$ cat src/rtl/glj_pkg.sv
`timescale 1ns / 1ps
// ----------------------------------------------------------------------------
// glj_pkg
// Shared constants, types and memory interface structs of the line justifier.
// ----------------------------------------------------------------------------
package glj_pkg;

   localparam int LINE_MAX  = 32;
   localparam int WORDS_MAX = (LINE_MAX + 1) / 2;
   localparam int PTR_W     = $clog2(LINE_MAX);
   localparam int CNT_W     = $clog2(LINE_MAX + 2);
   localparam int WIDX_W    = $clog2(WORDS_MAX);
   localparam int WCNT_W    = $clog2(WORDS_MAX + 1);
   localparam int CH_W      = 8;
   localparam int LW_W      = 6;

   localparam logic [CH_W-1:0] CH_HYPHEN = 8'h2D;
   localparam logic [CH_W-1:0] CH_SPACE  = 8'h20;
   localparam logic [CH_W-1:0] CH_LF     = 8'h0A;
   localparam logic [CH_W-1:0] CH_CR     = 8'h0D;

   localparam logic [LW_W-1:0] LINE_WIDTH_RST = 6'd32;

   typedef enum logic [3:0] {
      ST_IDLE,
      ST_FINISH,
      ST_ERROR,
      ST_FL_INIT,
      ST_FL_DIV,
      ST_FL_SP,
      ST_FL_LEN,
      ST_FL_LENW,
      ST_FL_RD,
      ST_FL_EMIT,
      ST_FL_PAD,
      ST_CP_RD,
      ST_CP_WR,
      ST_COMMIT
   } state_type;

   typedef struct packed {
      logic              pw_we;
      logic [PTR_W-1:0]  pw_waddr;
      logic [CH_W-1:0]   pw_wdata;
      logic [PTR_W-1:0]  pw_raddr;
      logic              ls_we;
      logic [PTR_W-1:0]  ls_waddr;
      logic [CH_W-1:0]   ls_wdata;
      logic [PTR_W-1:0]  ls_raddr;
      logic              wl_we;
      logic [WIDX_W-1:0] wl_waddr;
      logic [CNT_W-1:0]  wl_wdata;
      logic [WIDX_W-1:0] wl_raddr;
   } mem_req_type;

   typedef struct packed {
      logic [CH_W-1:0]  pw_rdata;
      logic [CH_W-1:0]  ls_rdata;
      logic [CNT_W-1:0] wl_rdata;
   } mem_rsp_type;

   typedef struct packed {
      logic              done;
      logic [CNT_W-1:0]  quo;
      logic [WCNT_W-1:0] rem;
   } div_res_type;

endpackage

$ cat src/rtl/greedy_line_justifier_core.sv
`timescale 1ns / 1ps
// ----------------------------------------------------------------------------
// greedy_line_justifier_core
// Greedy full-justification of a byte stream into fixed-width lines.
// ----------------------------------------------------------------------------
// Input channel req_*: one text byte per transaction, or an end marker that
// closes the pending word and flushes the last line. Output channel rsp_*:
// one character per transaction, line_end on the last of each line, or a
// single error transaction after which all input is dropped until reset.
// A word end copies the word from the pending RAM into the line RAM. A line
// flush emits line_width characters (clamped to the range 1 to LINE_MAX):
// spaces, letters (line RAM read then emit), a gap close and a length RAM
// read per word, a set-up step, and a spacing divide when the line holds
// two or more words.
// req_stall is high whenever an item is in progress.
// A stalled receiver holds the output register and pauses the emitting states.
// Reset clears state, counters, error flag and rsp_valid and sets line_width
// to 32; the RAMs need no clearing as nothing is read before it is written.
// line_width is written through the APB port at byte address 0.
// ----------------------------------------------------------------------------
module greedy_line_justifier_core import glj_pkg::*; (
   input  logic            clock,
   input  logic            reset,
   input  logic            req_valid,
   output logic            req_stall,
   input  logic [CH_W-1:0] req_char_in,
   input  logic            req_end_of_text,
   output logic            rsp_valid,
   input  logic            rsp_stall,
   output logic [CH_W-1:0] rsp_char_out,
   output logic            rsp_line_end,
   output logic            rsp_error,
   input  logic            psel,
   input  logic            penable,
   input  logic            pwrite,
   input  logic [2:0]      paddr,
   input  logic [31:0]     pwdata,
   output logic [31:0]     prdata,
   output logic            pready
);

   localparam logic [2:0] ADDR_LINE_WIDTH = 3'd0;

   logic [LW_W-1:0]   line_width_ff, line_width_in;
   mem_req_type       mem_req;
   mem_rsp_type       mem_rsp;
   logic              div_start;
   logic [CNT_W-1:0]  div_dividend;
   logic [WCNT_W-1:0] div_divisor;
   div_res_type       div_res;

   assign pready = 1'b1;

   always_comb begin
      line_width_in = line_width_ff;
      if (psel && penable && pwrite && paddr == ADDR_LINE_WIDTH) begin
         line_width_in = pwdata[LW_W-1:0];
      end
      prdata = (paddr == ADDR_LINE_WIDTH) ? 32'(line_width_ff) : '0;
   end

   always_ff @(posedge clock) begin
      if (reset) begin
         line_width_ff <= LINE_WIDTH_RST;
      end else begin
         line_width_ff <= line_width_in;
      end
   end

   glj_seq u_seq (
      .clock           (clock),
      .reset           (reset),
      .line_width      (line_width_ff),
      .req_valid       (req_valid),
      .req_stall       (req_stall),
      .req_char_in     (req_char_in),
      .req_end_of_text (req_end_of_text),
      .rsp_valid       (rsp_valid),
      .rsp_stall       (rsp_stall),
      .rsp_char_out    (rsp_char_out),
      .rsp_line_end    (rsp_line_end),
      .rsp_error       (rsp_error),
      .mem_req         (mem_req),
      .mem_rsp         (mem_rsp),
      .div_start       (div_start),
      .div_dividend    (div_dividend),
      .div_divisor     (div_divisor),
      .div_res         (div_res)
   );

   glj_store u_store (
      .clock   (clock),
      .mem_req (mem_req),
      .mem_rsp (mem_rsp)
   );

   glj_div u_div (
      .clock    (clock),
      .reset    (reset),
      .start    (div_start),
      .dividend (div_dividend),
      .divisor  (div_divisor),
      .result   (div_res)
   );

endmodule

$ cat src/rtl/glj_store.sv
`timescale 1ns / 1ps
// ----------------------------------------------------------------------------
// glj_store
// Pending word, line letters and word lengths: synchronous RAMs, registered read.
// ----------------------------------------------------------------------------
module glj_store import glj_pkg::*; (
   input  logic        clock,
   input  mem_req_type mem_req,
   output mem_rsp_type mem_rsp
);

   logic [CH_W-1:0]  pw_mem [LINE_MAX];
   logic [CH_W-1:0]  ls_mem [LINE_MAX];
   logic [CNT_W-1:0] wl_mem [WORDS_MAX];

   logic [CH_W-1:0]  pw_rdata_ff;
   logic [CH_W-1:0]  ls_rdata_ff;
   logic [CNT_W-1:0] wl_rdata_ff;

   always_ff @(posedge clock) begin
      if (mem_req.pw_we) begin
         pw_mem[mem_req.pw_waddr] <= mem_req.pw_wdata;
      end
      if (mem_req.ls_we) begin
         ls_mem[mem_req.ls_waddr] <= mem_req.ls_wdata;
      end
      if (mem_req.wl_we) begin
         wl_mem[mem_req.wl_waddr] <= mem_req.wl_wdata;
      end
      pw_rdata_ff <= pw_mem[mem_req.pw_raddr];
      ls_rdata_ff <= ls_mem[mem_req.ls_raddr];
      wl_rdata_ff <= wl_mem[mem_req.wl_raddr];
   end

   assign mem_rsp.pw_rdata = pw_rdata_ff;
   assign mem_rsp.ls_rdata = ls_rdata_ff;
   assign mem_rsp.wl_rdata = wl_rdata_ff;

endmodule

$ cat src/rtl/glj_div.sv
`timescale 1ns / 1ps
// ----------------------------------------------------------------------------
// glj_div
// Restoring divider, one quotient bit per cycle: spare spaces over gap count.
// ----------------------------------------------------------------------------
module glj_div import glj_pkg::*; (
   input  logic              clock,
   input  logic              reset,
   input  logic              start,
   input  logic [CNT_W-1:0]  dividend,
   input  logic [WCNT_W-1:0] divisor,
   output div_res_type       result
);

   localparam int STEP_W = $clog2(CNT_W);
   localparam logic [STEP_W-1:0] LAST_STEP = STEP_W'(CNT_W - 1);

   logic              busy_ff,  busy_in;
   logic              done_ff,  done_in;
   logic [STEP_W-1:0] step_ff,  step_in;
   logic [CNT_W-1:0]  dvd_ff,   dvd_in;
   logic [WCNT_W-1:0] dvs_ff,   dvs_in;
   logic [WCNT_W-1:0] rem_ff,   rem_in;
   logic [CNT_W-1:0]  quo_ff,   quo_in;
   logic [CNT_W-1:0]  trial;
   logic [CNT_W-1:0]  diff;
   logic              ge;

   always_comb begin
      busy_in = busy_ff;
      done_in = 1'b0;
      step_in = step_ff;
      dvd_in  = dvd_ff;
      dvs_in  = dvs_ff;
      rem_in  = rem_ff;
      quo_in  = quo_ff;
      trial   = {rem_ff, dvd_ff[CNT_W-1]};
      diff    = trial - CNT_W'(dvs_ff);
      ge      = trial >= CNT_W'(dvs_ff);
      if (start) begin
         busy_in = 1'b1;
         step_in = '0;
         dvd_in  = dividend;
         dvs_in  = divisor;
         rem_in  = '0;
         quo_in  = '0;
      end else if (busy_ff) begin
         rem_in  = ge ? diff[WCNT_W-1:0] : trial[WCNT_W-1:0];
         quo_in  = {quo_ff[CNT_W-2:0], ge};
         dvd_in  = {dvd_ff[CNT_W-2:0], 1'b0};
         step_in = step_ff + 1'b1;
         if (step_ff == LAST_STEP) begin
            busy_in = 1'b0;
            done_in = 1'b1;
         end
      end
   end

   always_ff @(posedge clock) begin
      if (reset) begin
         busy_ff <= 1'b0;
         done_ff <= 1'b0;
      end else begin
         busy_ff <= busy_in;
         done_ff <= done_in;
      end
      step_ff <= step_in;
      dvd_ff  <= dvd_in;
      dvs_ff  <= dvs_in;
      rem_ff  <= rem_in;
      quo_ff  <= quo_in;
   end

   assign result.done = done_ff;
   assign result.quo  = quo_ff;
   assign result.rem  = rem_ff;

endmodule

$ cat src/rtl/glj_seq.sv
`timescale 1ns / 1ps
// ----------------------------------------------------------------------------
// glj_seq
// Sequencer: gathers words, packs lines, walks the stores to emit a line.
// ----------------------------------------------------------------------------
module glj_seq import glj_pkg::*; (
   input  logic              clock,
   input  logic              reset,
   input  logic [LW_W-1:0]   line_width,
   input  logic              req_valid,
   output logic              req_stall,
   input  logic [CH_W-1:0]   req_char_in,
   input  logic              req_end_of_text,
   output logic              rsp_valid,
   input  logic              rsp_stall,
   output logic [CH_W-1:0]   rsp_char_out,
   output logic              rsp_line_end,
   output logic              rsp_error,
   output mem_req_type       mem_req,
   input  mem_rsp_type       mem_rsp,
   output logic              div_start,
   output logic [CNT_W-1:0]  div_dividend,
   output logic [WCNT_W-1:0] div_divisor,
   input  div_res_type       div_res
);

   localparam logic [CNT_W-1:0]  LMAX   = CNT_W'(LINE_MAX);
   localparam logic [WCNT_W-1:0] WMAX   = WCNT_W'(WORDS_MAX);

   state_type         state_ff, state_in;
   logic [CNT_W-1:0]  plen_ff, plen_in;
   logic [CNT_W-1:0]  letters_ff, letters_in;
   logic [WCNT_W-1:0] words_ff, words_in;
   logic              brk_ff, brk_in;
   logic              failed_ff, failed_in;
   logic              hyph_ff, hyph_in;
   logic              eot_ff, eot_in;
   logic              ret_end_ff, ret_end_in;
   logic [CNT_W-1:0]  len_ff, len_in;
   logic [CNT_W-1:0]  ci_ff, ci_in;
   logic [CNT_W-1:0]  pos_ff, pos_in;
   logic [WCNT_W-1:0] wi_ff, wi_in;
   logic [WCNT_W-1:0] n_ff, n_in;
   logic [CNT_W-1:0]  wrem_ff, wrem_in;
   logic [CNT_W-1:0]  src_ff, src_in;
   logic [CNT_W-1:0]  gap_ff, gap_in;
   logic [CNT_W-1:0]  avg_ff, avg_in;
   logic [WCNT_W-1:0] rem_ff, rem_in;
   logic              rsp_valid_ff, rsp_valid_in;
   logic [CH_W-1:0]   rsp_char_ff, rsp_char_in;
   logic              rsp_end_ff, rsp_end_in;
   logic              rsp_err_ff, rsp_err_in;

   logic [CNT_W-1:0]  w;
   logic [CNT_W-1:0]  spaces;
   logic [CNT_W:0]    fit_sum;
   logic [CNT_W:0]    lsum;
   logic [CNT_W-1:0]  copy_addr;
   logic              can_emit;
   logic              emit;
   logic [CH_W-1:0]   emit_char;
   logic              emit_err;
   logic              line_done;
   logic              is_sep;

   always_comb begin
      if (line_width == '0) begin
         w = CNT_W'(1);
      end else if (CNT_W'(line_width) > LMAX) begin
         w = LMAX;
      end else begin
         w = CNT_W'(line_width);
      end
   end

   assign can_emit  = !rsp_valid_ff || !rsp_stall;
   assign spaces    = (letters_ff < w) ? (w - letters_ff) : '0;
   assign fit_sum   = {1'b0, letters_ff} + {1'b0, len_ff} + (CNT_W + 1)'(words_ff);
   assign lsum      = {1'b0, letters_ff} + {1'b0, len_ff};
   assign copy_addr = letters_ff + ci_ff;
   assign is_sep    = (req_char_in == CH_SPACE) || (req_char_in == CH_LF)
                      || (req_char_in == CH_CR);
   assign req_stall = (state_ff != ST_IDLE);

   always_comb begin
      state_in     = state_ff;
      plen_in      = plen_ff;
      letters_in   = letters_ff;
      words_in     = words_ff;
      brk_in       = brk_ff;
      failed_in    = failed_ff;
      hyph_in      = hyph_ff;
      eot_in       = eot_ff;
      ret_end_in   = ret_end_ff;
      len_in       = len_ff;
      ci_in        = ci_ff;
      pos_in       = pos_ff;
      wi_in        = wi_ff;
      n_in         = n_ff;
      wrem_in      = wrem_ff;
      src_in       = src_ff;
      gap_in       = gap_ff;
      avg_in       = avg_ff;
      rem_in       = rem_ff;
      emit         = 1'b0;
      emit_char    = CH_SPACE;
      emit_err     = 1'b0;
      line_done    = 1'b0;
      div_start    = 1'b0;
      div_dividend = spaces;
      div_divisor  = n_ff - 1'b1;

      mem_req          = '0;
      mem_req.pw_waddr = plen_ff[PTR_W-1:0];
      mem_req.pw_wdata = req_char_in;
      mem_req.pw_raddr = ci_ff[PTR_W-1:0];
      mem_req.ls_waddr = copy_addr[PTR_W-1:0];
      mem_req.ls_wdata = mem_rsp.pw_rdata;
      mem_req.ls_raddr = src_ff[PTR_W-1:0];
      mem_req.wl_waddr = words_ff[WIDX_W-1:0];
      mem_req.wl_wdata = len_ff;
      mem_req.wl_raddr = wi_ff[WIDX_W-1:0];

      case (state_ff)
         ST_IDLE: begin
            if (req_valid && !failed_ff) begin
               if (req_end_of_text) begin
                  eot_in  = 1'b1;
                  hyph_in = 1'b0;
                  if (plen_ff != '0) begin
                     len_in   = plen_ff;
                     plen_in  = '0;
                     state_in = ST_FINISH;
                  end else if (words_ff != '0) begin
                     ret_end_in = 1'b1;
                     state_in   = ST_FL_INIT;
                  end else begin
                     letters_in = '0;
                     brk_in     = 1'b0;
                  end
               end else if (req_char_in == CH_HYPHEN) begin
                  mem_req.pw_we = (plen_ff < LMAX);
                  len_in   = (plen_ff <= LMAX) ? plen_ff + 1'b1 : plen_ff;
                  plen_in  = '0;
                  hyph_in  = 1'b1;
                  eot_in   = 1'b0;
                  state_in = ST_FINISH;
               end else if (is_sep) begin
                  len_in   = plen_ff;
                  plen_in  = '0;
                  hyph_in  = 1'b0;
                  eot_in   = 1'b0;
                  state_in = ST_FINISH;
               end else begin
                  mem_req.pw_we = (plen_ff < LMAX);
                  if (plen_ff <= LMAX) begin
                     plen_in = plen_ff + 1'b1;
                  end
               end
            end
         end

         ST_FINISH: begin
            ci_in = '0;
            if (len_ff == '0 || len_ff > w) begin
               state_in = ST_ERROR;
            end else if (words_ff != '0
                         && (brk_ff || fit_sum > {1'b0, w})) begin
               ret_end_in = 1'b0;
               state_in   = ST_FL_INIT;
            end else begin
               state_in = ST_CP_RD;
            end
         end

         ST_ERROR: begin
            if (can_emit) begin
               emit      = 1'b1;
               emit_err  = 1'b1;
               emit_char = '0;
               failed_in = 1'b1;
               state_in  = ST_IDLE;
            end
         end

         ST_FL_INIT: begin
            pos_in = '0;
            wi_in  = '0;
            src_in = '0;
            n_in   = (words_ff > WMAX) ? WMAX : words_ff;
            if (words_ff == WCNT_W'(1)) begin
               gap_in   = (spaces + 1'b1) >> 1;
               state_in = ST_FL_SP;
            end else if (words_ff == '0) begin
               state_in = ST_FL_PAD;
            end else begin
               div_start   = 1'b1;
               div_divisor = ((words_ff > WMAX) ? WMAX : words_ff) - 1'b1;
               state_in    = ST_FL_DIV;
            end
         end

         ST_FL_DIV: begin
            if (div_res.done) begin
               // fewer spaces than gaps: one space per gap, line gets cut
               if (div_res.quo == '0) begin
                  avg_in = CNT_W'(1);
                  rem_in = '0;
               end else begin
                  avg_in = div_res.quo;
                  rem_in = div_res.rem;
               end
               gap_in   = '0;
               state_in = ST_FL_SP;
            end
         end

         ST_FL_SP: begin
            if (gap_ff != '0) begin
               if (can_emit) begin
                  emit   = 1'b1;
                  gap_in = gap_ff - 1'b1;
               end
            end else begin
               state_in = ST_FL_LEN;
            end
         end

         ST_FL_LEN: begin
            state_in = ST_FL_LENW;
         end

         ST_FL_LENW: begin
            wrem_in  = mem_rsp.wl_rdata;
            state_in = ST_FL_RD;
         end

         ST_FL_RD: begin
            if (wrem_ff == '0 || src_ff == LMAX) begin
               wi_in = wi_ff + 1'b1;
               if (wi_ff + 1'b1 == n_ff) begin
                  state_in = ST_FL_PAD;
               end else begin
                  gap_in   = avg_ff + CNT_W'(rem_ff != '0);
                  rem_in   = (rem_ff != '0) ? rem_ff - 1'b1 : rem_ff;
                  state_in = ST_FL_SP;
               end
            end else begin
               state_in = ST_FL_EMIT;
            end
         end

         ST_FL_EMIT: begin
            if (can_emit) begin
               emit      = 1'b1;
               emit_char = mem_rsp.ls_rdata;
               src_in    = src_ff + 1'b1;
               wrem_in   = wrem_ff - 1'b1;
               state_in  = ST_FL_RD;
            end
         end

         ST_FL_PAD: begin
            if (can_emit) begin
               emit = 1'b1;
            end
         end

         ST_CP_RD: begin
            if (ci_ff < len_ff && copy_addr < LMAX && words_ff < WMAX) begin
               state_in = ST_CP_WR;
            end else begin
               state_in = ST_COMMIT;
            end
         end

         ST_CP_WR: begin
            mem_req.ls_we = 1'b1;
            ci_in         = ci_ff + 1'b1;
            state_in      = ST_CP_RD;
         end

         ST_COMMIT: begin
            if (words_ff < WMAX) begin
               mem_req.wl_we = 1'b1;
               words_in      = words_ff + 1'b1;
               letters_in    = (lsum > (CNT_W + 1)'(LINE_MAX)) ? LMAX
                                                               : lsum[CNT_W-1:0];
            end
            brk_in = hyph_ff;
            if (eot_ff) begin
               ret_end_in = 1'b1;
               state_in   = ST_FL_INIT;
            end else begin
               state_in = ST_IDLE;
            end
         end

         default: begin
            state_in = ST_IDLE;
         end
      endcase

      // every line character advances pos; the line closes at width
      if (emit && !emit_err) begin
         pos_in = pos_ff + 1'b1;
         if (pos_ff + 1'b1 == w) begin
            line_done  = 1'b1;
            letters_in = '0;
            words_in   = '0;
            brk_in     = 1'b0;
            ci_in      = '0;
            state_in   = ret_end_ff ? ST_IDLE : ST_CP_RD;
         end
      end
   end

   always_comb begin
      rsp_valid_in = rsp_valid_ff && rsp_stall;
      rsp_char_in  = rsp_char_ff;
      rsp_end_in   = rsp_end_ff;
      rsp_err_in   = rsp_err_ff;
      if (emit) begin
         rsp_valid_in = 1'b1;
         rsp_char_in  = emit_char;
         rsp_end_in   = line_done;
         rsp_err_in   = emit_err;
      end
   end

   always_ff @(posedge clock) begin
      if (reset) begin
         state_ff     <= ST_IDLE;
         plen_ff      <= '0;
         letters_ff   <= '0;
         words_ff     <= '0;
         brk_ff       <= 1'b0;
         failed_ff    <= 1'b0;
         rsp_valid_ff <= 1'b0;
      end else begin
         state_ff     <= state_in;
         plen_ff      <= plen_in;
         letters_ff   <= letters_in;
         words_ff     <= words_in;
         brk_ff       <= brk_in;
         failed_ff    <= failed_in;
         rsp_valid_ff <= rsp_valid_in;
      end
      hyph_ff     <= hyph_in;
      eot_ff      <= eot_in;
      ret_end_ff  <= ret_end_in;
      len_ff      <= len_in;
      ci_ff       <= ci_in;
      pos_ff      <= pos_in;
      wi_ff       <= wi_in;
      n_ff        <= n_in;
      wrem_ff     <= wrem_in;
      src_ff      <= src_in;
      gap_ff      <= gap_in;
      avg_ff      <= avg_in;
      rem_ff      <= rem_in;
      rsp_char_ff <= rsp_char_in;
      rsp_end_ff  <= rsp_end_in;
      rsp_err_ff  <= rsp_err_in;
   end

   assign rsp_valid    = rsp_valid_ff;
   assign rsp_char_out = rsp_char_ff;
   assign rsp_line_end = rsp_end_ff;
   assign rsp_error    = rsp_err_ff;

endmodule

$ cat config.mk
export PLATFORM = sky130hd
export DESIGN_NAME = greedy_line_justifier_core
export DESIGN_NICKNAME = d
export VERILOG_FILES = /design/src/rtl/glj_pkg.sv /design/src/rtl/greedy_line_justifier_core.sv /design/src/rtl/glj_store.sv /design/src/rtl/glj_div.sv /design/src/rtl/glj_seq.sv
export SDC_FILE = /design/constraint.sdc
export NUM_CORES = 1
export LEC_CHECK = 0
export BUFFER_PORTS_ARGS = -buffer_cell sky130_fd_sc_hd__buf_2
export CORE_MARGIN = 5
export CORE_UTILIZATION = 50
export DETAILED_ROUTE_END_ITERATION = 8
export GPL_ROUTABILITY_DRIVEN = 0
export PLACE_DENSITY = 0.8
export SLEW_MARGIN = 20
export SYNTH_ARGS = -nofsm -noshare
export SYNTH_HDL_FRONTEND = slang
export SYNTH_SLANG_ARGS = --single-unit
export TNS_END_PERCENT = 5
$ cat constraint.sdc
create_clock -name clock -period 3.4 [get_ports clock]
set_input_delay 0.17 -clock clock [delete_from_list [all_inputs] [get_ports clock]]
set_output_delay 0.17 -clock clock [all_outputs]
set_load 0.05 [all_outputs]
Word-level counts from Yosys, hierarchy flattened

Memory sizes are Yosys's and may differ from the RTL's. A register that Yosys moved wholly into a read port is not among the register bits.
Index checks and enable logic that the tools add are counted.

Register bits: 127
Bits in latches: 0
RAM bits: 608
Bits in read-only memories: 0
Bits of input ports: 51
Output and inout port bits: 45
Word-level logic and storage cells: 284
Memories kept: 3

Memories:

| name           | words | width | rd ports | clocked after Yosys merged registers in | wr ports | RTL line        | source |
|---|---|---|---|---|---|---|---|
| u_store.ls_mem | 32    | 8     | 1        | 1                                       | 1        | glj_store.sv:13 | `logic [CH_W-1:0] ls_mem [LINE_MAX];` |
| u_store.pw_mem | 32    | 8     | 1        | 1                                       | 1        | glj_store.sv:12 | `logic [CH_W-1:0] pw_mem [LINE_MAX];` |
| u_store.wl_mem | 16    | 6     | 1        | 1                                       | 1        | glj_store.sv:14 | `logic [CNT_W-1:0] wl_mem [WORDS_MAX];` |

Add/subtract/negate cells: 19
Multiply operators: 0
Divide/modulo/power cells: 0
$lt $le $gt $ge: 12
Equality and inequality tests: 38
Shift operators: 0
Multiplexer cells: 127
Bitwise gates (word level): 1
Reductions and logical operators: 53

Operator list:

| cell                                                                     | number |
|---|---|
| 6-bit two-way mux                                                        | 36 |
| 4-bit two-way mux                                                        | 19 |
| 5-bit two-way mux                                                        | 15 |
| 4-bit one-hot mux with 14 select lines                                   | 1 |
| 6-bit one-hot mux with 2 select lines                                    | 4 |
| 1-bit two-way mux                                                        | 43 |
| 6-bit by 1-bit adder with 6-bit output (second input constant)           | 5 |
| 4-bit equality test (second input constant)                              | 6 |
| 6-bit zero test                                                          | 4 |
| 2-bit by 1-bit inequality test with 1-bit output (second input constant) | 12 |
| 6-bit one-hot mux with 4 select lines                                    | 1 |
| 5-bit one-hot mux with 2 select lines                                    | 2 |
| 4-bit by 3-bit equality test with 1-bit output (second input constant)   | 4 |
| 8-bit by 4-bit equality test with 1-bit output (second input constant)   | 2 |
| 8-bit by 6-bit equality test with 1-bit output (second input constant)   | 2 |
| 8-bit one-hot mux with 2 select lines                                    | 1 |
| 5-bit by 1-bit subtractor with 5-bit output (second input constant)      | 3 |
| 6-bit < comparator                                                       | 2 |
| 6-bit < comparator (second input constant)                               | 2 |
| 2-bit nonzero test                                                       | 6 |
| 6-bit nonzero test                                                       | 2 |
| 6-bit by 1-bit subtractor with 6-bit output (second input constant)      | 2 |
| 5-bit by 1-bit adder with 5-bit output (second input constant)           | 2 |
| 2-bit AND reduction                                                      | 5 |
| 43 further kinds                                                         | 69 |

Longest topological paths before layout

Gate-level depths: netlist of run 1.

Depth after elaboration: 11
Depth in mapped cells: 17
Depth with buffers taken out: 17

By module

From an unflattened synthesis of run 1, not the netlist that was laid out.

Cell total of the unflattened synthesis: 1,973
Area total of the unflattened synthesis: 32,831.5 µm²

Modules (own cells, without submodules):

| module                     | instances | cells each | area each (µm²) | sequential area each (µm²) |
|---|---|---|---|---|
| glj_store                  | 1         | 996        | 23,924.2        | 18,697.9 |
| glj_seq                    | 1         | 802        | 7,099.3         | 2,522.4 |
| glj_div                    | 1         | 112        | 1,268.7         | 650.6 |
| greedy_line_justifier_core | 1         | 63         | 539.3           | 120.1 |

Worst setup path after synthesis of run 1

Ideal clock, no wire load.

Path type: reg-to-reg
Start point: register u_seq.len_ff[0]
End point: register u_seq.ret_end_ff, enable pin
Setup time: 257 ps
Data arrival time: 3,346 ps
Required time: 3,143 ps
Setup slack: -204 ps
Cell stages (with the launch flop): 16
Buffers on the path: 0
Period minus slack after synthesis: 3,604 ps
Cells stage by stage: edfxtp_1 -> ha_1 -> fa_1 -> xor2_1 -> ha_1 -> a21oi_1 -> o21bai_1 -> a21oi_1 -> xor2_1 -> ha_1 -> nand3_1 -> a21oi_1 -> o41ai_1 -> o21ai_0 -> a21oi_1 -> a211oi_1

Word-level cells in the longest chain between the ends: 7
Elaborated cells between the ends (all ways): 11
Those cells by class: 2 x add/sub; 2 x order compare; 2 x eq/ne; 5 x reduce/logical

RTL lines:

| what                                                       | RTL line       | source |
|---|---|---|
| from (decl)                                                | glj_seq.sv:39  | `logic [CNT_W-1:0] len_ff, len_in;` |
| from (signal assigned)                                     | glj_seq.sv:352 | `len_ff <= len_in;` |
| 6-bit by 6-bit adder with 7-bit output                     | glj_seq.sv:78  | `assign fit_sum = {1'b0, letters_ff} + {1'b0, len_ff} + (CNT_W + 1)'(words_ff);` |
| 7-bit by 5-bit adder with 7-bit output                     | glj_seq.sv:78  |  |
| 7-bit by 6-bit > comparator with 1-bit output              | glj_seq.sv:168 | `&& (brk_ff \|\| fit_sum > {1'b0, w})) begin` |
| 1-bit logical OR                                           | glj_seq.sv:168 |  |
| 1-bit logical AND                                          | glj_seq.sv:168 |  |
| 2-bit by 1-bit inequality test with 1-bit output (no line) | --             |  |
| 8-bit AND reduction (no line) (*)                          | --             |  |
| to (signal assigned)                                       | glj_seq.sv:351 | `ret_end_ff <= ret_end_in;` |
| to (decl)                                                  | glj_seq.sv:38  | `logic ret_end_ff, ret_end_in;` |

Every way passes the cells marked *; elsewhere a longest branch is shown, timed or not.
A chain may end at the register's enable or synchronous reset.

Final worst setup path of run 1

Ends and elaborated chain as after synthesis.

==> qor.yml, run 1 <==
status:
  status: "complete, but fails checks"
  violations: "negative setup slack"
hold_path:
  min_from: "rsp_stall"
  holdPathEnd: "u_seq.rsp_valid"
  hold_depth: 3
  hold_path_class: "in -> reg"
global_route:
  grt_pass1_vias: 18300
  grtUsageTotal_pct: 20.6
  antenna_found_initial: 2
  grt_pass1_wl_um: 112000
  grt-ovfl-total: 0
  grt_start_max_net_pins: 70
setup_path:
  reg2reg_depth: 16
  crit_fanout: 3
  critical-path-slowest-cell: "edfxtp_1"
  cp_slowest_stage_delay_ns: 0.43
  start_kind: "flip-flop"
  reg2reg_slack_ns: -0.16
  r2r_start: "u_seq.len_ff[0]"
  endpoint_kind: "flip-flop"
  crit_path_frequent_cell: "a21oi_2"
  worstPathRequired_ns: 3.72
  arrival_ns: 3.88
  critPathKind: "reg -> reg"
  r2r_end: "u_seq.ret_end_ff"
  path_cells: "ha_4 > fa_2 > a21o_1 > a21oi_2 > xnor2_2 > ha_4 > a21oi_2 > xor2_1 > ha_1 > nand3_2 > nor2_2 > nor2_1 > o41ai_2 > o21ai_2 > a21oi_2 > a211oi_2"
sta:
  fin_hold_ws_ns: 0.0511
  setup_tns_ns: -0.308
  max_freq_mhz: 281
  maxSlewViolCount: 0
  min_period_over_period_pct: 105
  relSlewSlack_pct: 28.6
  final-setup-viol-count: 2
  finClkSkew_ns: 0.0186
  final.min_clock_period_ns: 3.56
  layout_setup_ws_ns: -0.157
  rsz0062_at_grt: "true"
  hold_viol_final: 0
  tightest_slew_ns: 1.07
floorplanning:
  start_util_pct: 50.4
  io_pins: 96
  row_count: 93
  die_h_um: 265
  dieArea_sq_mm: 0.0702
  core_sq_mm: 0.0645
  die-width_um: 265
detailed_routing:
  routed-wl-met2_um: 35800
  top_layer_used: "met5"
  finalWirelength_um: 72600
  wl_met3_um: 5460
  vias: 18100
  dr.pass1.iters: 6
  initialDrtViolationCount: 2107
  antenna_left: 0
  drt-met1-wl_um: 29400
  via_per_inst: 5.99
  wire_per_inst_um: 24.1
  remaining_drc_errors: 0
power:
  p_clk_share_pct: 40.6
  p_sw_share_pct: 22.7
  p_seq_share_pct: 52.9
  peakVddDrop_mv: 0.470
  intPower_w: 0.0154
  p_leak_nw: 12.5
  combinationalPowerShare_pct: 6.4
  finalPower_w: 0.0200
  power.switching_w: 0.00453
  power.density_mw_per_mm2: 539
yosys:
  synthCells: 1931
  muxShareOfSynthArea_pct: 14.4
  synth_commonest_cells: "683 x edfxtp_1, 190 x mux4_2, 183 x nor2_1, 84 x nand2_1, 74 x dfxtp_1"
  ys.flop_type: "edfxtp_1"
  synth-xor-area-share_pct: 2.11
  ys_warn_count: 0
  async_reset_ff_share_pct: 0
  yosys.area.top_type: "edfxtp_1"
  synth_top_family_by_area: "multiplexers"
  synthMostInstantiatedCell: "edfxtp_1"
  synthDistinctLibCells: 81
  seq_area_frac_synth_pct: 67.7
  synthSimpleGateAreaFrac_pct: 6.62
  synth_enable_flop_cells: 683
  synth.area.top_cells: "edfxtp_1 63%, mux4_2 13%, dfxtp_1 4.6%"
  synth.avg_cell_area_sq_um: 16.8
  synth_seq_cells: 757
  synth_top_cell_area_share_pct: 63.1
  synthAdderAreaFrac_pct: 2.97
  syn_area_sq_mm: 0.0325
  synth_compound_area_share_pct: 3.63
clock_tree:
  cts_made_buffers: 74
  clock-sinks: 757
  cts_max_level: 3
  clock_path_buffers: 3
  root_buffer: "clkbuf_16"
  cts.clk_slew.worst_paths_ns: 0.06
  clk_latency_ns: 0.63
  tritoncts: "done"
finish:
  syn_to_final_growth_pct: 13.9
  nets: 2222
  final_cells: 3013
  drive_gt1_share_pct: 25.1
place:
  placed_cells: 2853
  dp_slack_ns: -0.201
  dpl.hpwl_um: 46700
  numPortBuffers: 42
job:
  cap_violations: 0
-- critical path, delay by kind of cell, from the launching register on --
kind | cells | cell delay (ns)
xor+xnor | 2 | 0.34
flops | 1 | 0.43
simple gates | 3 | 0.31
fa+ha+maj | 4 | 1.16
compound gates | 7 | 1.00
-- flip-flops by register name (all words and copies together) (netlist names), 8 cells and up --
name	cells
u_store.wl_mem	96
u_store.ls_rdata_ff	8
u_store.ls_mem	256
u_seq.rsp_char_out	8
u_store.pw_rdata_ff	8
u_store.pw_mem	256
-- area by class of cell --
| type | count | area, sq um |
|---|---|---|
| Sequential cell | 757 | 22000 |
| Clock buffer | 107 | 2150 |
| Multi-Input combinational cell | 1024 | 9920 |
| Tap cell | 855 | 1070 |
| Timing Repair Buffer | 180 | 1360 |
| Fill cell | 4642 | 27500 |
| Antenna cell | 1 | 2.50 |
| Clock inverter | 29 | 273 |
| Inverter | 60 | 225 |
-- worst max path at each step --
| stage | start | endpoint | slack (ns) | cells past startpoint |
|---|---|---|---|---|
| after floorplan | u_seq.len_ff[0] | u_seq.ret_end_ff | -0.03 | 14 |
| after global placement | u_seq.len_ff[0] | u_seq.state_ff[3] | -0.10 | 16 |
| after detailed placement | u_seq.len_ff[0] | u_seq.state_ff[3] | -0.20 | 16 |
| after CTS | u_seq.len_ff[0] | u_seq.state_ff[3] | -0.12 | 15 |
| after global routing | u_seq.len_ff[0] | u_seq.ret_end_ff | -0.32 | 15 |
| final | u_seq.len_ff[0] | u_seq.ret_end_ff | -0.16 | 16 |
-- logic make-up (layout without fill, tap and decap cells) --
group	count (synthesis)	in the layout
compound gates	178	178
xor+xnor	70	70
fa+ha+maj	74	74
buf+inv	175	376
flops	757	757
mux	226	226
other cells	2	28
simple gates	449	449
-- stage by stage --
stage | util [%] | cell area [sq um]
2_1_floorplan | - | 32600
3_3_place_gp | 53.1 | 34200
3_5_place_dp | 53.1 | 34200
4_1_cts | 57.3 | 36900
5_1_grt | 57.4 | 37000
6_report | 57.4 | 37000
-- what timing repair did --
item | in CTS | in global routing
hold buffers | 16 | 0
hold endpoints to repair | 34 | 0
setup endpoints to repair | 5 | 5
gates resized for setup | 12 | 11
pin swaps | 22 | 13
buffers inserted | 6 | 1
-- power groups by stage --
| stage | Sequential [W] | Clock (W) | Combinational, W |
|---|---|---|---|
| global route | 0.0106 | 0.00866 | 0.00138 |
| CTS | 0.0106 | 0.00822 | 0.00127 |
| finish | 0.0106 | 0.00811 | 0.00129 |
| detailed placement | 0.0108 | 0 | 0.00123 |
| global placement | 0.0107 | 0 | 0.00119 |
| floorplan | 0.0107 | 0 | 0.000817 |
-- placed cells by master, fill, tap and decap left out, types with 24 or more instances in the layout --
cell type  count
buf_4        116
nor3_1        24
clkbuf_16     77
xor2_1        28
buf_2         42
a21oi_1       43
edfxtp_1     683
o21ai_0       33
nand2_1       84
xnor2_1       35
inv_1         59
ha_1          62
conb_1        27
mux4_2       190
nor2_1       182
dfxtp_1       64
nand3_1       44
-- layer usage --
metal | GRT usage, % | vias to the layer above
met1 | 29.3 | 9239
li1 | - | 7830
met3 | 3.74 | 153
met4 | 5.71 | 2
met2 | 33.4 | 833
met5 | 0 | -
Power figures use the tool's default switching activity.
==> run 2, diff against run 1 <==
MAX_ROUTING_LAYER = met4   (was unset)
==> qor.yml, run 2 (same netlist as run 1, synthesis figures left out) <==
sta:
  setup_tns_ns: -0.309  # -0.00128 ns
  rsz0062_at_grt: "true"
  min_period_over_period_pct: 105  # about the same
  finClkSkew_ns: 0.0185  # -0.0000205 ns
  final-setup-viol-count: 2  # unchanged
  fin_hold_ws_ns: 0.0516  # +0.000500 ns
  tightest_slew_ns: 1.09  # +0.0226 ns
  maxSlewViolCount: 0  # unchanged
  hold_viol_final: 0  # unchanged
  layout_setup_ws_ns: -0.156  # +0.000664 ns
  final.min_clock_period_ns: 3.56  # -0.000664 ns
  max_freq_mhz: 281  # about the same
  relSlewSlack_pct: 27.1  # -1.5 points
setup_path:
  reg2reg_slack_ns: -0.16  # about the same
  endpoint_kind: "flip-flop"
  reg2reg_depth: 16  # unchanged
  critPathKind: "reg -> reg"
  crit_fanout: 3  # unchanged
  worstPathRequired_ns: 3.72  # about the same
  start_kind: "flip-flop"
  arrival_ns: 3.88  # about the same
finish:
  layout_common_cells: "683 x edfxtp_1, 190 x mux4_2, 182 x nor2_1, 116 x buf_4, 84 x nand2_1"
  final_core_util_pct: 57.4  # about the same
  syn_to_final_growth_pct: 13.9  # about the same
  nets: 2222  # unchanged
  reg_top3: "u_store.ls_mem (256), u_store.pw_mem (256), u_store.wl_mem (96)"
  final_common_cell: "edfxtp_1"
  drive_gt1_share_pct: 25.1  # unchanged
  final_cells: 3014  # +0.033%
global_route:
  grtUsageTotal_pct: 21.2  # +0.62 points
  grt_pass1_wl_um: 112000  # about the same
  grt_pass1_vias: 18300  # -0.14%
  antenna_found_initial: 2  # unchanged
  grt_start_max_net_pins: 70  # unchanged
  grt-ovfl-total: 0  # unchanged
status:
  status: "complete, but fails checks"
  violations: "negative setup slack"
clock_tree:
  tritoncts: "done"
  cts_made_buffers: 74  # unchanged
  root_buffer: "clkbuf_16"
  clock-sinks: 757  # unchanged
  clock_path_buffers: 3  # unchanged
  clk_latency_ns: 0.64  # about the same
  cts.clk_slew.worst_paths_ns: 0.06  # about the same
  cts_max_level: 3  # unchanged
detailed_routing:
  via_per_inst: 6.03  # +0.61%
  dr.pass1.iters: 6  # unchanged
  initialDrtViolationCount: 2139  # +1.5%
  antenna_left: 0  # unchanged
  finalWirelength_um: 72600  # about the same
  remaining_drc_errors: 0  # unchanged
  wire_per_inst_um: 24.1  # about the same
  vias: 18200  # +0.65%
place:
  placed_cells: 2853  # unchanged
  numPortBuffers: 42  # unchanged
  dp_slack_ns: -0.201  # unchanged
  dpl.hpwl_um: 46700  # unchanged
job:
  cap_violations: 0  # unchanged
power:
  p_seq_share_pct: 52.9  # about the same
  p_leak_nw: 12.5  # unchanged
  peakVddDrop_mv: 0.481  # +2.4%
  combinationalPowerShare_pct: 6.5  # about the same
  intPower_w: 0.0154  # about the same
  p_sw_share_pct: 22.7  # about the same
  power.switching_w: 0.00453  # +0.12%
  power.density_mw_per_mm2: 539  # about the same
  p_clk_share_pct: 40.6  # about the same
floorplanning:
  row_count: 93  # unchanged
  start_util_pct: 50.4  # unchanged
  core_sq_mm: 0.0645  # unchanged
  die-width_um: 265  # unchanged
  dieArea_sq_mm: 0.0702  # unchanged
  die_h_um: 265  # unchanged
  io_pins: 96  # unchanged
hold_path:
  hold_depth: 3  # unchanged
  hold_path_class: "in -> reg"
-- run 2: changes by cell type in the layout (fill, tap and decap cells not counted) --
cell,before,now
diode_2,1,2
-- run 2: layer usage --
metal	global-route usage, %	part of all wire [%]
met4	5.66	2.9
met3	3.58	7.8
met1	29.4	40
met2	33.4	49
met5	-	0
-- run 2: area by class of cell --
type / instances / area (sq um)
clock buffer: 107 / 2150
timing repair buffer: 180 / 1360
sequential: 757 / 22000
inverter: 60 / 225
fill: 4641 / 27500
antenna: 2 / 5.00
multi-input combinational: 1024 / 9920
clock inverter: 29 / 273
tap: 855 / 1070
-- run 2: metrics by stage --
| stage | total power (W) | cell area [sq um] |
|---|---|---|
| after floorplan | 0.0115 | 32600 |
| after global placement | 0.0119 | 34200 |
| after detailed placement | 0.0120 | 34200 |
| after CTS | 0.0201 | 36900 |
| after global routing | 0.0206 | 37000 |
| final | 0.0200 | 37000 |
-- run 2: worst max-delay path, cell delays in order, from the launching register on --
cell,delay (ns)
edfxtp_1,0.44
ha_4,0.20
fa_2,0.43
a21o_1,0.20
a21oi_2,0.18
xnor2_2,0.17
ha_4,0.25
a21oi_2,0.15
xor2_1,0.17
ha_1,0.28
nand3_2,0.11
nor2_2,0.04
nor2_1,0.14
o41ai_2,0.10
o21ai_2,0.09
a21oi_2,0.08
a211oi_2,0.21
-- run 2: worst paths after layout --
check                     endpoint       startpoint
setup / recovery  u_seq.ret_end_ff  u_seq.len_ff[0]
hold / removal     u_seq.rsp_valid        rsp_stall
setup reg to reg  u_seq.ret_end_ff  u_seq.len_ff[0]
hold reg to reg    u_seq.avg_ff[5]  u_div.quo_ff[5]
-- run 2: power by group through the flow --
stage | clock network (W) | logic (W) | registers (W)
6_report | 0.00811 | 0.00129 | 0.0106
2_1_floorplan | 0 | 0.000817 | 0.0107
5_1_grt | 0.00866 | 0.00138 | 0.0106
3_3_place_gp | 0 | 0.00119 | 0.0107
4_1_cts | 0.00822 | 0.00127 | 0.0106
3_5_place_dp | 0 | 0.00123 | 0.0108
-- run 2: repair_timing --
item / CTS / global route
hold endpoints to repair: 34 / 0
resized for setup: 12 / 11
setup buffers: 6 / 1
cloned: 0 / 0
endpoints found under the setup margin: 5 / 5
pin swaps: 22 / 13
hold buffers: 16 / 0
